`src/rtl/hcb_pkg.sv`:
```
// Package for the Hill cipher block unit: widths, codes, constants and shared types.
// Used by hcb_front, hcb_back and the top level; depends on nothing.
`timescale 1ns / 1ps

package hcb_pkg;

    localparam int N_DEF       = 3;
    localparam int LETTER_W    = 5;
    localparam int KEY_W_MAX   = 45;
    localparam int JOB_DEPTH   = 2;
    localparam int OUT_DEPTH   = 4;
    localparam int RECIP_W     = 12;
    localparam int RECIP_SHIFT = 16;

    localparam logic [LETTER_W-1:0]  PAD_LETTER   = 5'd23;
    localparam logic [LETTER_W-1:0]  MOD_BASE     = 5'd26;
    localparam logic [RECIP_W-1:0]   RECIP_26     = 12'd2521;
    localparam logic [KEY_W_MAX-1:0] IDENTITY_KEY = 45'd1099512676353;

    localparam logic CFG_KEY     = 1'b0;
    localparam logic CFG_INV_KEY = 1'b1;

    typedef struct packed {
        logic dec;
        logic err;
    } t_job_ctl;

    typedef struct packed {
        logic [LETTER_W-1:0] letter;
        logic                last;
        logic                length_error;
    } t_result;

endpackage

```
`src/rtl/hcb_fifo.sv`:
```
// Small register FIFO used for the job queue and the result queue.
// Depends on nothing; DEPTH must be a power of two.
`timescale 1ns / 1ps

module hcb_fifo #(
    parameter int WIDTH = 8,
    parameter int DEPTH = 2
) (
    input  logic                       i_clk,
    input  logic                       i_rst_n,
    input  logic                       i_push,
    input  logic [WIDTH-1:0]           i_data,
    output logic                       o_full,
    input  logic                       i_pop,
    output logic [WIDTH-1:0]           o_data,
    output logic                       o_empty,
    output logic [$clog2(DEPTH+1)-1:0] o_count
);

    localparam int PTR_W = $clog2(DEPTH);
    localparam int CNT_W = $clog2(DEPTH + 1);

    logic [WIDTH-1:0] r_mem [DEPTH];
    logic [PTR_W-1:0] r_wr_ptr;
    logic [PTR_W-1:0] r_rd_ptr;
    logic [CNT_W-1:0] r_count;
    logic             do_push;
    logic             do_pop;

    assign o_full  = (r_count == CNT_W'(DEPTH));
    assign o_empty = (r_count == '0);
    assign o_count = r_count;
    assign o_data  = r_mem[r_rd_ptr];
    assign do_push = i_push && !o_full;
    assign do_pop  = i_pop && !o_empty;

    always_ff @(posedge i_clk) begin
        if (do_push) begin
            r_mem[r_wr_ptr] <= i_data;
        end
    end

    always_ff @(posedge i_clk) begin
        if (!i_rst_n) begin
            r_wr_ptr <= '0;
            r_rd_ptr <= '0;
            r_count  <= '0;
        end else begin
            if (do_push) begin
                r_wr_ptr <= r_wr_ptr + 1'b1;
            end
            if (do_pop) begin
                r_rd_ptr <= r_rd_ptr + 1'b1;
            end
            if (do_push && !do_pop) begin
                r_count <= r_count + 1'b1;
            end else if (do_pop && !do_push) begin
                r_count <= r_count - 1'b1;
            end
        end
    end

endmodule

```
`src/rtl/hcb_front.sv`:
```
// Front end: gathers letters into a block and classifies each finished block as a job.
// Depends on hcb_pkg.
`timescale 1ns / 1ps

module hcb_front import hcb_pkg::*; #(
    parameter int N = N_DEF
) (
    input  logic                  i_clk,
    input  logic                  i_rst_n,
    input  logic                  i_push,
    output logic                  o_full,
    input  logic                  i_cmd,
    input  logic [LETTER_W-1:0]   i_letter,
    input  logic                  i_end_of_message,
    input  logic                  i_job_full,
    output logic                  o_job_push,
    output logic [N*LETTER_W-1:0] o_job_letters,
    output t_job_ctl              o_job_ctl
);

    localparam int CNT_W = $clog2(N);

    logic [LETTER_W-1:0] r_buf [N];
    logic [CNT_W-1:0]    r_fill;
    logic [CNT_W-1:0]    n_fill;
    logic                accept;
    logic                complete;

    assign o_full   = i_job_full;
    assign accept   = i_push && !i_job_full;
    assign complete = (r_fill == CNT_W'(N - 1));

    assign o_job_push    = accept && (complete || i_end_of_message);
    assign o_job_ctl.dec = complete && i_cmd;
    assign o_job_ctl.err = !complete && i_cmd;

    always_comb begin
        for (int i = 0; i < N; i++) begin
            if (CNT_W'(i) < r_fill) begin
                o_job_letters[i*LETTER_W +: LETTER_W] = r_buf[i];
            end else if (CNT_W'(i) == r_fill) begin
                o_job_letters[i*LETTER_W +: LETTER_W] = i_letter;
            end else begin
                o_job_letters[i*LETTER_W +: LETTER_W] = PAD_LETTER;
            end
        end
    end

    always_comb begin
        n_fill = r_fill;
        if (accept) begin
            if (o_job_push) begin
                n_fill = '0;
            end else begin
                n_fill = r_fill + 1'b1;
            end
        end
    end

    always_ff @(posedge i_clk) begin
        if (accept) begin
            r_buf[r_fill] <= i_letter;
        end
    end

    always_ff @(posedge i_clk) begin
        if (!i_rst_n) begin
            r_fill <= '0;
        end else begin
            r_fill <= n_fill;
        end
    end

endmodule

```
`src/rtl/hcb_back.sv`:
```
// Back end: key registers, a column per cycle unless stalled, and a mod 26 reduction pipeline.
// Depends on hcb_pkg.
`timescale 1ns / 1ps

module hcb_back import hcb_pkg::*; #(
    parameter int N = N_DEF
) (
    input  logic                           i_clk,
    input  logic                           i_rst_n,
    input  logic                           i_cfg_we,
    input  logic                           i_cfg_index,
    input  logic [LETTER_W*N*N-1:0]        i_cfg_data,
    input  logic                           i_job_empty,
    input  logic [N*LETTER_W-1:0]          i_job_letters,
    input  t_job_ctl                       i_job_ctl,
    output logic                           o_job_pop,
    input  logic [$clog2(OUT_DEPTH+1)-1:0] i_out_count,
    output logic                           o_res_push,
    output t_result                        o_res
);

    localparam int KEY_W  = LETTER_W * N * N;
    localparam int CNT_W  = $clog2(N);
    localparam int SUM_W  = 2 * LETTER_W + $clog2(N);
    localparam int Q_W    = SUM_W - 4;
    localparam int PROD_W = SUM_W + RECIP_W;
    localparam int OC_W   = $clog2(OUT_DEPTH + 1) + 1;

    logic [KEY_W-1:0]  r_key;
    logic [KEY_W-1:0]  r_inv_key;
    logic [KEY_W-1:0]  mat;
    logic [CNT_W-1:0]  r_col;
    logic [SUM_W-1:0]  col_sum;
    logic              col_last;
    logic              issue;
    logic [OC_W-1:0]   in_use;

    logic              r_s1_v;
    logic [SUM_W-1:0]  r_s1_sum;
    logic              r_s1_last;
    logic              r_s1_err;

    logic              r_s2_v;
    logic [SUM_W-1:0]  r_s2_sum;
    logic [Q_W-1:0]    r_s2_q;
    logic              r_s2_last;
    logic              r_s2_err;

    logic [PROD_W-1:0] recip_prod;
    logic [SUM_W-1:0]  rem;

    always_ff @(posedge i_clk) begin
        if (!i_rst_n) begin
            r_key     <= IDENTITY_KEY[KEY_W-1:0];
            r_inv_key <= IDENTITY_KEY[KEY_W-1:0];
        end else if (i_cfg_we) begin
            unique case (i_cfg_index)
                CFG_KEY:     r_key     <= i_cfg_data;
                CFG_INV_KEY: r_inv_key <= i_cfg_data;
                default:     r_key     <= r_key;
            endcase
        end
    end

    assign mat      = i_job_ctl.dec ? r_inv_key : r_key;
    assign col_last = (r_col == CNT_W'(N - 1));
    assign in_use   = OC_W'(i_out_count) + OC_W'(r_s1_v) + OC_W'(r_s2_v);
    assign issue    = !i_job_empty && (in_use < OC_W'(OUT_DEPTH));
    assign o_job_pop = issue && (i_job_ctl.err || col_last);

    always_comb begin
        col_sum = '0;
        for (int j = 0; j < N; j++) begin
            col_sum = col_sum
                + SUM_W'(i_job_letters[j*LETTER_W +: LETTER_W])
                * SUM_W'(mat[LETTER_W*(j*N + int'(r_col)) +: LETTER_W]);
        end
    end

    always_ff @(posedge i_clk) begin
        if (!i_rst_n) begin
            r_col  <= '0;
            r_s1_v <= 1'b0;
            r_s2_v <= 1'b0;
        end else begin
            r_s1_v <= issue;
            r_s2_v <= r_s1_v;
            if (issue && !i_job_ctl.err) begin
                r_col <= col_last ? '0 : r_col + 1'b1;
            end
        end
    end

    assign recip_prod = PROD_W'(r_s1_sum) * PROD_W'(RECIP_26);

    always_ff @(posedge i_clk) begin
        r_s1_sum  <= i_job_ctl.err ? '0 : col_sum;
        r_s1_last <= i_job_ctl.err || col_last;
        r_s1_err  <= i_job_ctl.err;
        r_s2_sum  <= r_s1_sum;
        r_s2_q    <= recip_prod[RECIP_SHIFT +: Q_W];
        r_s2_last <= r_s1_last;
        r_s2_err  <= r_s1_err;
    end

    assign rem = r_s2_sum - SUM_W'(r_s2_q) * SUM_W'(MOD_BASE);

    assign o_res_push          = r_s2_v;
    assign o_res.letter        = rem[LETTER_W-1:0];
    assign o_res.last          = r_s2_last;
    assign o_res.length_error  = r_s2_err;

endmodule

```
`src/rtl/hill_cipher_block_mod26.sv`:
```
// Top level of the Hill cipher block unit (mod 26): front end, job queue, back end, result queue.
// Depends on hcb_pkg, hcb_fifo, hcb_front and hcb_back.
//
//   Channel   Handshake           Payload
//   input     push / full         i_cmd, i_letter, i_end_of_message
//   result    empty / pop         o_letter_out, o_last, o_length_error
//   config    i_cfg_we            i_cfg_index, i_cfg_data
//
// One letter is taken per cycle while full is low. The back end computes one result column
// per cycle while a job is waiting and the result queue has room, so a block of N letters
// yields N results, each registered in the s1 and s2 stages before the result queue.
// Reset is synchronous; the keys return to the identity matrix.
// Each queue lets its side stall on its own; a long hold on the result side fills
// both queues and then stops the input.
`timescale 1ns / 1ps

module hill_cipher_block_mod26 import hcb_pkg::*; #(
    parameter int N = N_DEF
) (
    input  logic                    i_clk,
    input  logic                    i_rst_n,
    input  logic                    i_cfg_we,
    input  logic                    i_cfg_index,
    input  logic [LETTER_W*N*N-1:0] i_cfg_data,
    input  logic                    push,
    output logic                    full,
    input  logic                    i_cmd,
    input  logic [LETTER_W-1:0]     i_letter,
    input  logic                    i_end_of_message,
    output logic                    empty,
    input  logic                    pop,
    output logic [LETTER_W-1:0]     o_letter_out,
    output logic                    o_last,
    output logic                    o_length_error
);

    localparam int JOB_W = N * LETTER_W + $bits(t_job_ctl);

    logic                           job_full;
    logic                           job_push;
    logic [N*LETTER_W-1:0]          job_letters_in;
    t_job_ctl                       job_ctl_in;
    logic [JOB_W-1:0]               job_head;
    logic                           job_empty;
    logic                           job_pop;
    logic [$clog2(JOB_DEPTH+1)-1:0] job_count;
    logic                           res_push;
    t_result                        res_in;
    t_result                        res_head;
    logic                           res_full;
    logic [$clog2(OUT_DEPTH+1)-1:0] res_count;

    hcb_front #(.N(N)) u_front (
        .i_clk            (i_clk),
        .i_rst_n          (i_rst_n),
        .i_push           (push),
        .o_full           (full),
        .i_cmd            (i_cmd),
        .i_letter         (i_letter),
        .i_end_of_message (i_end_of_message),
        .i_job_full       (job_full),
        .o_job_push       (job_push),
        .o_job_letters    (job_letters_in),
        .o_job_ctl        (job_ctl_in)
    );

    hcb_fifo #(.WIDTH(JOB_W), .DEPTH(JOB_DEPTH)) u_job_q (
        .i_clk   (i_clk),
        .i_rst_n (i_rst_n),
        .i_push  (job_push),
        .i_data  ({job_letters_in, job_ctl_in}),
        .o_full  (job_full),
        .i_pop   (job_pop),
        .o_data  (job_head),
        .o_empty (job_empty),
        .o_count (job_count)
    );

    hcb_back #(.N(N)) u_back (
        .i_clk         (i_clk),
        .i_rst_n       (i_rst_n),
        .i_cfg_we      (i_cfg_we),
        .i_cfg_index   (i_cfg_index),
        .i_cfg_data    (i_cfg_data),
        .i_job_empty   (job_empty || (job_count == '0)),
        .i_job_letters (job_head[JOB_W-1:$bits(t_job_ctl)]),
        .i_job_ctl     (t_job_ctl'(job_head[$bits(t_job_ctl)-1:0])),
        .o_job_pop     (job_pop),
        .i_out_count   (res_count),
        .o_res_push    (res_push),
        .o_res         (res_in)
    );

    hcb_fifo #(.WIDTH($bits(t_result)), .DEPTH(OUT_DEPTH)) u_res_q (
        .i_clk   (i_clk),
        .i_rst_n (i_rst_n),
        .i_push  (res_push && !res_full),
        .i_data  (res_in),
        .o_full  (res_full),
        .i_pop   (pop),
        .o_data  (res_head),
        .o_empty (empty),
        .o_count (res_count)
    );

    assign o_letter_out   = res_head.letter;
    assign o_last         = res_head.last;
    assign o_length_error = res_head.length_error;

endmodule
```
`config.mk`:
```
export PLATFORM = sky130hd
export DESIGN_NAME = hill_cipher_block_mod26
export DESIGN_NICKNAME = d
export VERILOG_FILES = /design/src/rtl/hcb_pkg.sv /design/src/rtl/hcb_fifo.sv /design/src/rtl/hcb_front.sv /design/src/rtl/hcb_back.sv /design/src/rtl/hill_cipher_block_mod26.sv
export SDC_FILE = /design/constraint.sdc
export NUM_CORES = 1
export LEC_CHECK = 0
export BUFFER_PORTS_ARGS = -buffer_cell sky130_fd_sc_hd__buf_2
export CORE_ASPECT_RATIO = 0.7
export CORE_MARGIN = 5
export CORE_UTILIZATION = 35
export DETAILED_ROUTE_END_ITERATION = 10
export SLEW_MARGIN = 40
export SYNTH_ARGS = -nofsm -noshare
export SYNTH_HDL_FRONTEND = slang
export SYNTH_SLANG_ARGS = --single-unit
```
`constraint.sdc`:
```
create_clock -name i_clk -period 23.1 [get_ports i_clk]
set_input_delay 3.465 -clock i_clk [delete_from_list [all_inputs] [get_ports i_clk]]
set_output_delay 3.465 -clock i_clk [all_outputs]
set_load 0.005 [all_outputs]
```
==> metrics.txt <==
Worst path max stage delay about 0.76 ns; initial antenna violation count 1; Mapped Cells 1,475; nets between 1,500 and 2,000; layout cells sized above 1 15.5%; most frequent CP cell fa_1; RSZ-0062 raised after global routing false; Synth top cells by count nand2_1 (236), inv_1 (144), dfxtp_1 (135), ha_1 (132), fa_1 (91); gr ovfl total 0; Clock Skews 0.0255 ns; clock sink count 212; synthesis warning total 0; Port Buffer Count between 60 and 70; # IOs 67; Critical R2R Launch u_back.r_col[1]$_SDFFE_PN0P_; Critical Path Start Type flip-flop; DRC violations left 0; FMAX between 90 and 100 MHz; clock period minus worst slack 10.36 ns; clk_lat worst skew 0.53 ns; die width between 200 and 300 um; Max clock buf depth 3; vias in the first global route around 11,000; layout filler cell count 4,341; Tcrit/Tclk final about 45%; Synth async-reset ratio 0%; worst reg-to-reg path cell count 31; first-pass iteration count of the detailed router 5; vias ~11,000; first-pass GRT wire length around 63,000 um; setup TNS 0 ns; Area Growth Syn to Fin 10.4%; die height between 150 and 200 um; largest area contributor in the netlist dfxtp_1; Worst path slowest cell dfxtp_1; Worst Hold Path Cells 0; worst min path class reg -> reg; Hold Path Sink u_back.r_s2_last$_DFF_P_; mean post-synth cell area between 10 and 15 sq um; clock slew seen by the registers of the worst setup and hold paths 0.06 ns; synthesized area 0.0158 sq mm; routability cong. around 0.94; hold_sp u_back.r_s1_last$_DFF_P_; final wirelength 38,000 um; core footprint between 0.04 and 0.05 sq mm; DR WL/cell 17.8 um; vias per cell around 5.2; sequential-to-total area share from yosys stat between 30% and 40%; Rows between 60 and 70; top cell type's share of synthesized area roughly 17%; Synth area leaders dfxtp_1 (17%), edfxtp_1 (15%), mux4_2 (12%), fa_1 (12%), ha_1 (10%); status finished, final reports clean; Max-Cap Viols 0; Worst Tran Pin Value between 0.8 and 0.9 ns; total track usage between 10% and 20%; Buffers & Inverters on Critical Path 8; Root Buffer clkbuf_16; CP delay by family, top adder cells; ANT nets after route 0; CP arrival approximately 11 ns; number of setup buffers added after CTS 0; hold-fix buffers at CTS 0; Inserted Clock Buffers 22; most common cell in the synthesized netlist nand2_1; worst r2r dst u_back.r_s1_sum[10]$_SDFF_PP0_; CTS tree yes; ys flop type dfxtp_1; post-cts repair resize count 0; largest net degree at the start of global routing 110; Initial Util a little over a third; Netlist cell types 65; number of flops mapped to enable cells by yosys 77; Worst Path Required around 23 ns; Max Slew Vio Count 0; Syn Nets roughly 1,800; flop and latch count out of synthesis ~210; multi-input logic area ~0.0099 sq mm; Initial DRC Count ~900; HPWL after DPL approximately 29,000 um; htree depth 1; Final Hold Fails 0; worst-path fanout max 38; final setup fails 0; worst reg2reg setup slack about 13 ns; Slew headroom between 40% and 50%; Seq. cell area ~0.005 sq mm; ANT cells 0; Setup CP Type reg -> reg; DIE AREA 0.0495 sq mm; CP endpoint kind flip-flop
==> sequential cells by signal (all words and copies together) (netlist names), 2 cells and up, named ones only <==
name	flops
u_front.r_buf	15
u_back.r_s1_sum	12
u_back.r_s2_q	4
u_front.r_fill	2
u_res_q.o_count	3
u_res_q.r_wr_ptr	2
u_back.r_inv_key	45
u_res_q.r_rd_ptr	2
u_job_q.o_count	2
u_res_q.r_mem	28
u_back.r_col	2
u_back.r_s2_sum	5
u_back.r_key	45
u_job_q.r_mem	34
==> worst max path at each step <==
| stage | start | to | slack, ns | cells after the start |
|---|---|---|---|---|
| 6_report | u_back.r_col[1]$_SDFFE_PN0P_ | u_back.r_s1_sum[10]$_SDFF_PP0_ | 12.74 | 31 |
| 5_1_grt | u_back.r_col[1]$_SDFFE_PN0P_ | u_back.r_s1_sum[10]$_SDFF_PP0_ | 12.13 | 31 |
| 4_1_cts | u_back.r_col[1]$_SDFFE_PN0P_ | u_back.r_s1_sum[10]$_SDFF_PP0_ | 12.74 | 31 |
| 3_5_place_dp | u_back.r_col[1]$_SDFFE_PN0P_ | u_back.r_s1_sum[10]$_SDFF_PP0_ | 12.80 | 31 |
| 3_3_place_gp | flip-flop | u_back.r_s1_sum[11]$_SDFF_PP0_ | 12.81 | 28 |
| 2_1_floorplan | u_back.r_col[1]$_SDFFE_PN0P_ | u_back.r_s1_sum[10]$_SDFF_PP0_ | 13.22 | 38 |
==> cells in the final DEF (no fill, tap or decap), types with 6 or more instances in the layout <==
cell	Yosys	layout
dfxtp_1	135	133
buf_2	9	66
ha_1	132	132
inv_1	144	143
and2_1	42	42
or2_2	13	13
buf_4	4	11
xor2_1	9	9
nor2_1	53	53
nor2b_1	9	8
fa_1	91	91
edfxtp_1	77	77
mux4_2	84	84
clkbuf_16	0	23
o21ai_0	20	20
and3_1	7	7
nor3_1	9	8
nand2b_1	10	10
nand3_1	15	15
clkbuf_1	47	8
a21boi_0	88	88
clkinv_1	2	8
mux2i_1	58	57
nand2_1	236	236
a21oi_1	29	29
xnor2_1	28	28
a31oi_1	10	10
mux2_2	19	19
a21o_1	6	6
o22ai_1	7	7
==> layout make-up <==
| class | count | share of cell area (%) |
|---|---|---|
| clock buffer | 31 | 3.48 |
| clock inverter | 9 | 0.402 |
| inverter | 148 | 3.20 |
| multi-input combinational | 1047 | 57.0 |
| sequential | 212 | 28.8 |
| tap | 603 | 4.33 |
| timing repair buffer | 81 | 2.84 |
==> per-stage QoR <==
stage	std cells	util (%)	hold WS, ns	area, sq um	setup slack (ns)
after floorplan	1475	-	0.310	15800	13.22
after global placement	2088	37.2	0.314	16700	12.81
after detailed placement	2091	37.4	0.318	16700	12.80
after CTS	2131	38.9	0.332	17400	12.74
after global routing	2131	38.9	0.348	17400	12.13
final	2131	38.9	0.330	17400	12.74
==> layer usage <==
| metal | track usage [%] | share of wire [%] | up-vias |
|---|---|---|---|
| met3 | 4.83 | 8.5 | 41 |
| met4 | 2.27 | 1.5 | 0 |
| met5 | 0 | 0 | - |
| met2 | 21.2 | 39 | 347 |
| met1 | 24.3 | 51 | 5468 |
| li1 | - | - | 5220 |
==> cell families after synthesis <==
family | after synthesis | share of synthesized area [%]
xor gates and xnor gates | 37 | 2.05
buffers and inverters | 216 | 5.47
DFF | 212 | 31.8
muxes | 166 | 17.7
adders and majority gates | 223 | 22.0
AOI/OAI and AO/OA | 208 | 9.29
and+or+nand+nor | 413 | 11.6
Power is left out: the tool's default activity adds up to more than one toggle a clock period on the data nets, which glitch-free logic cannot reach.
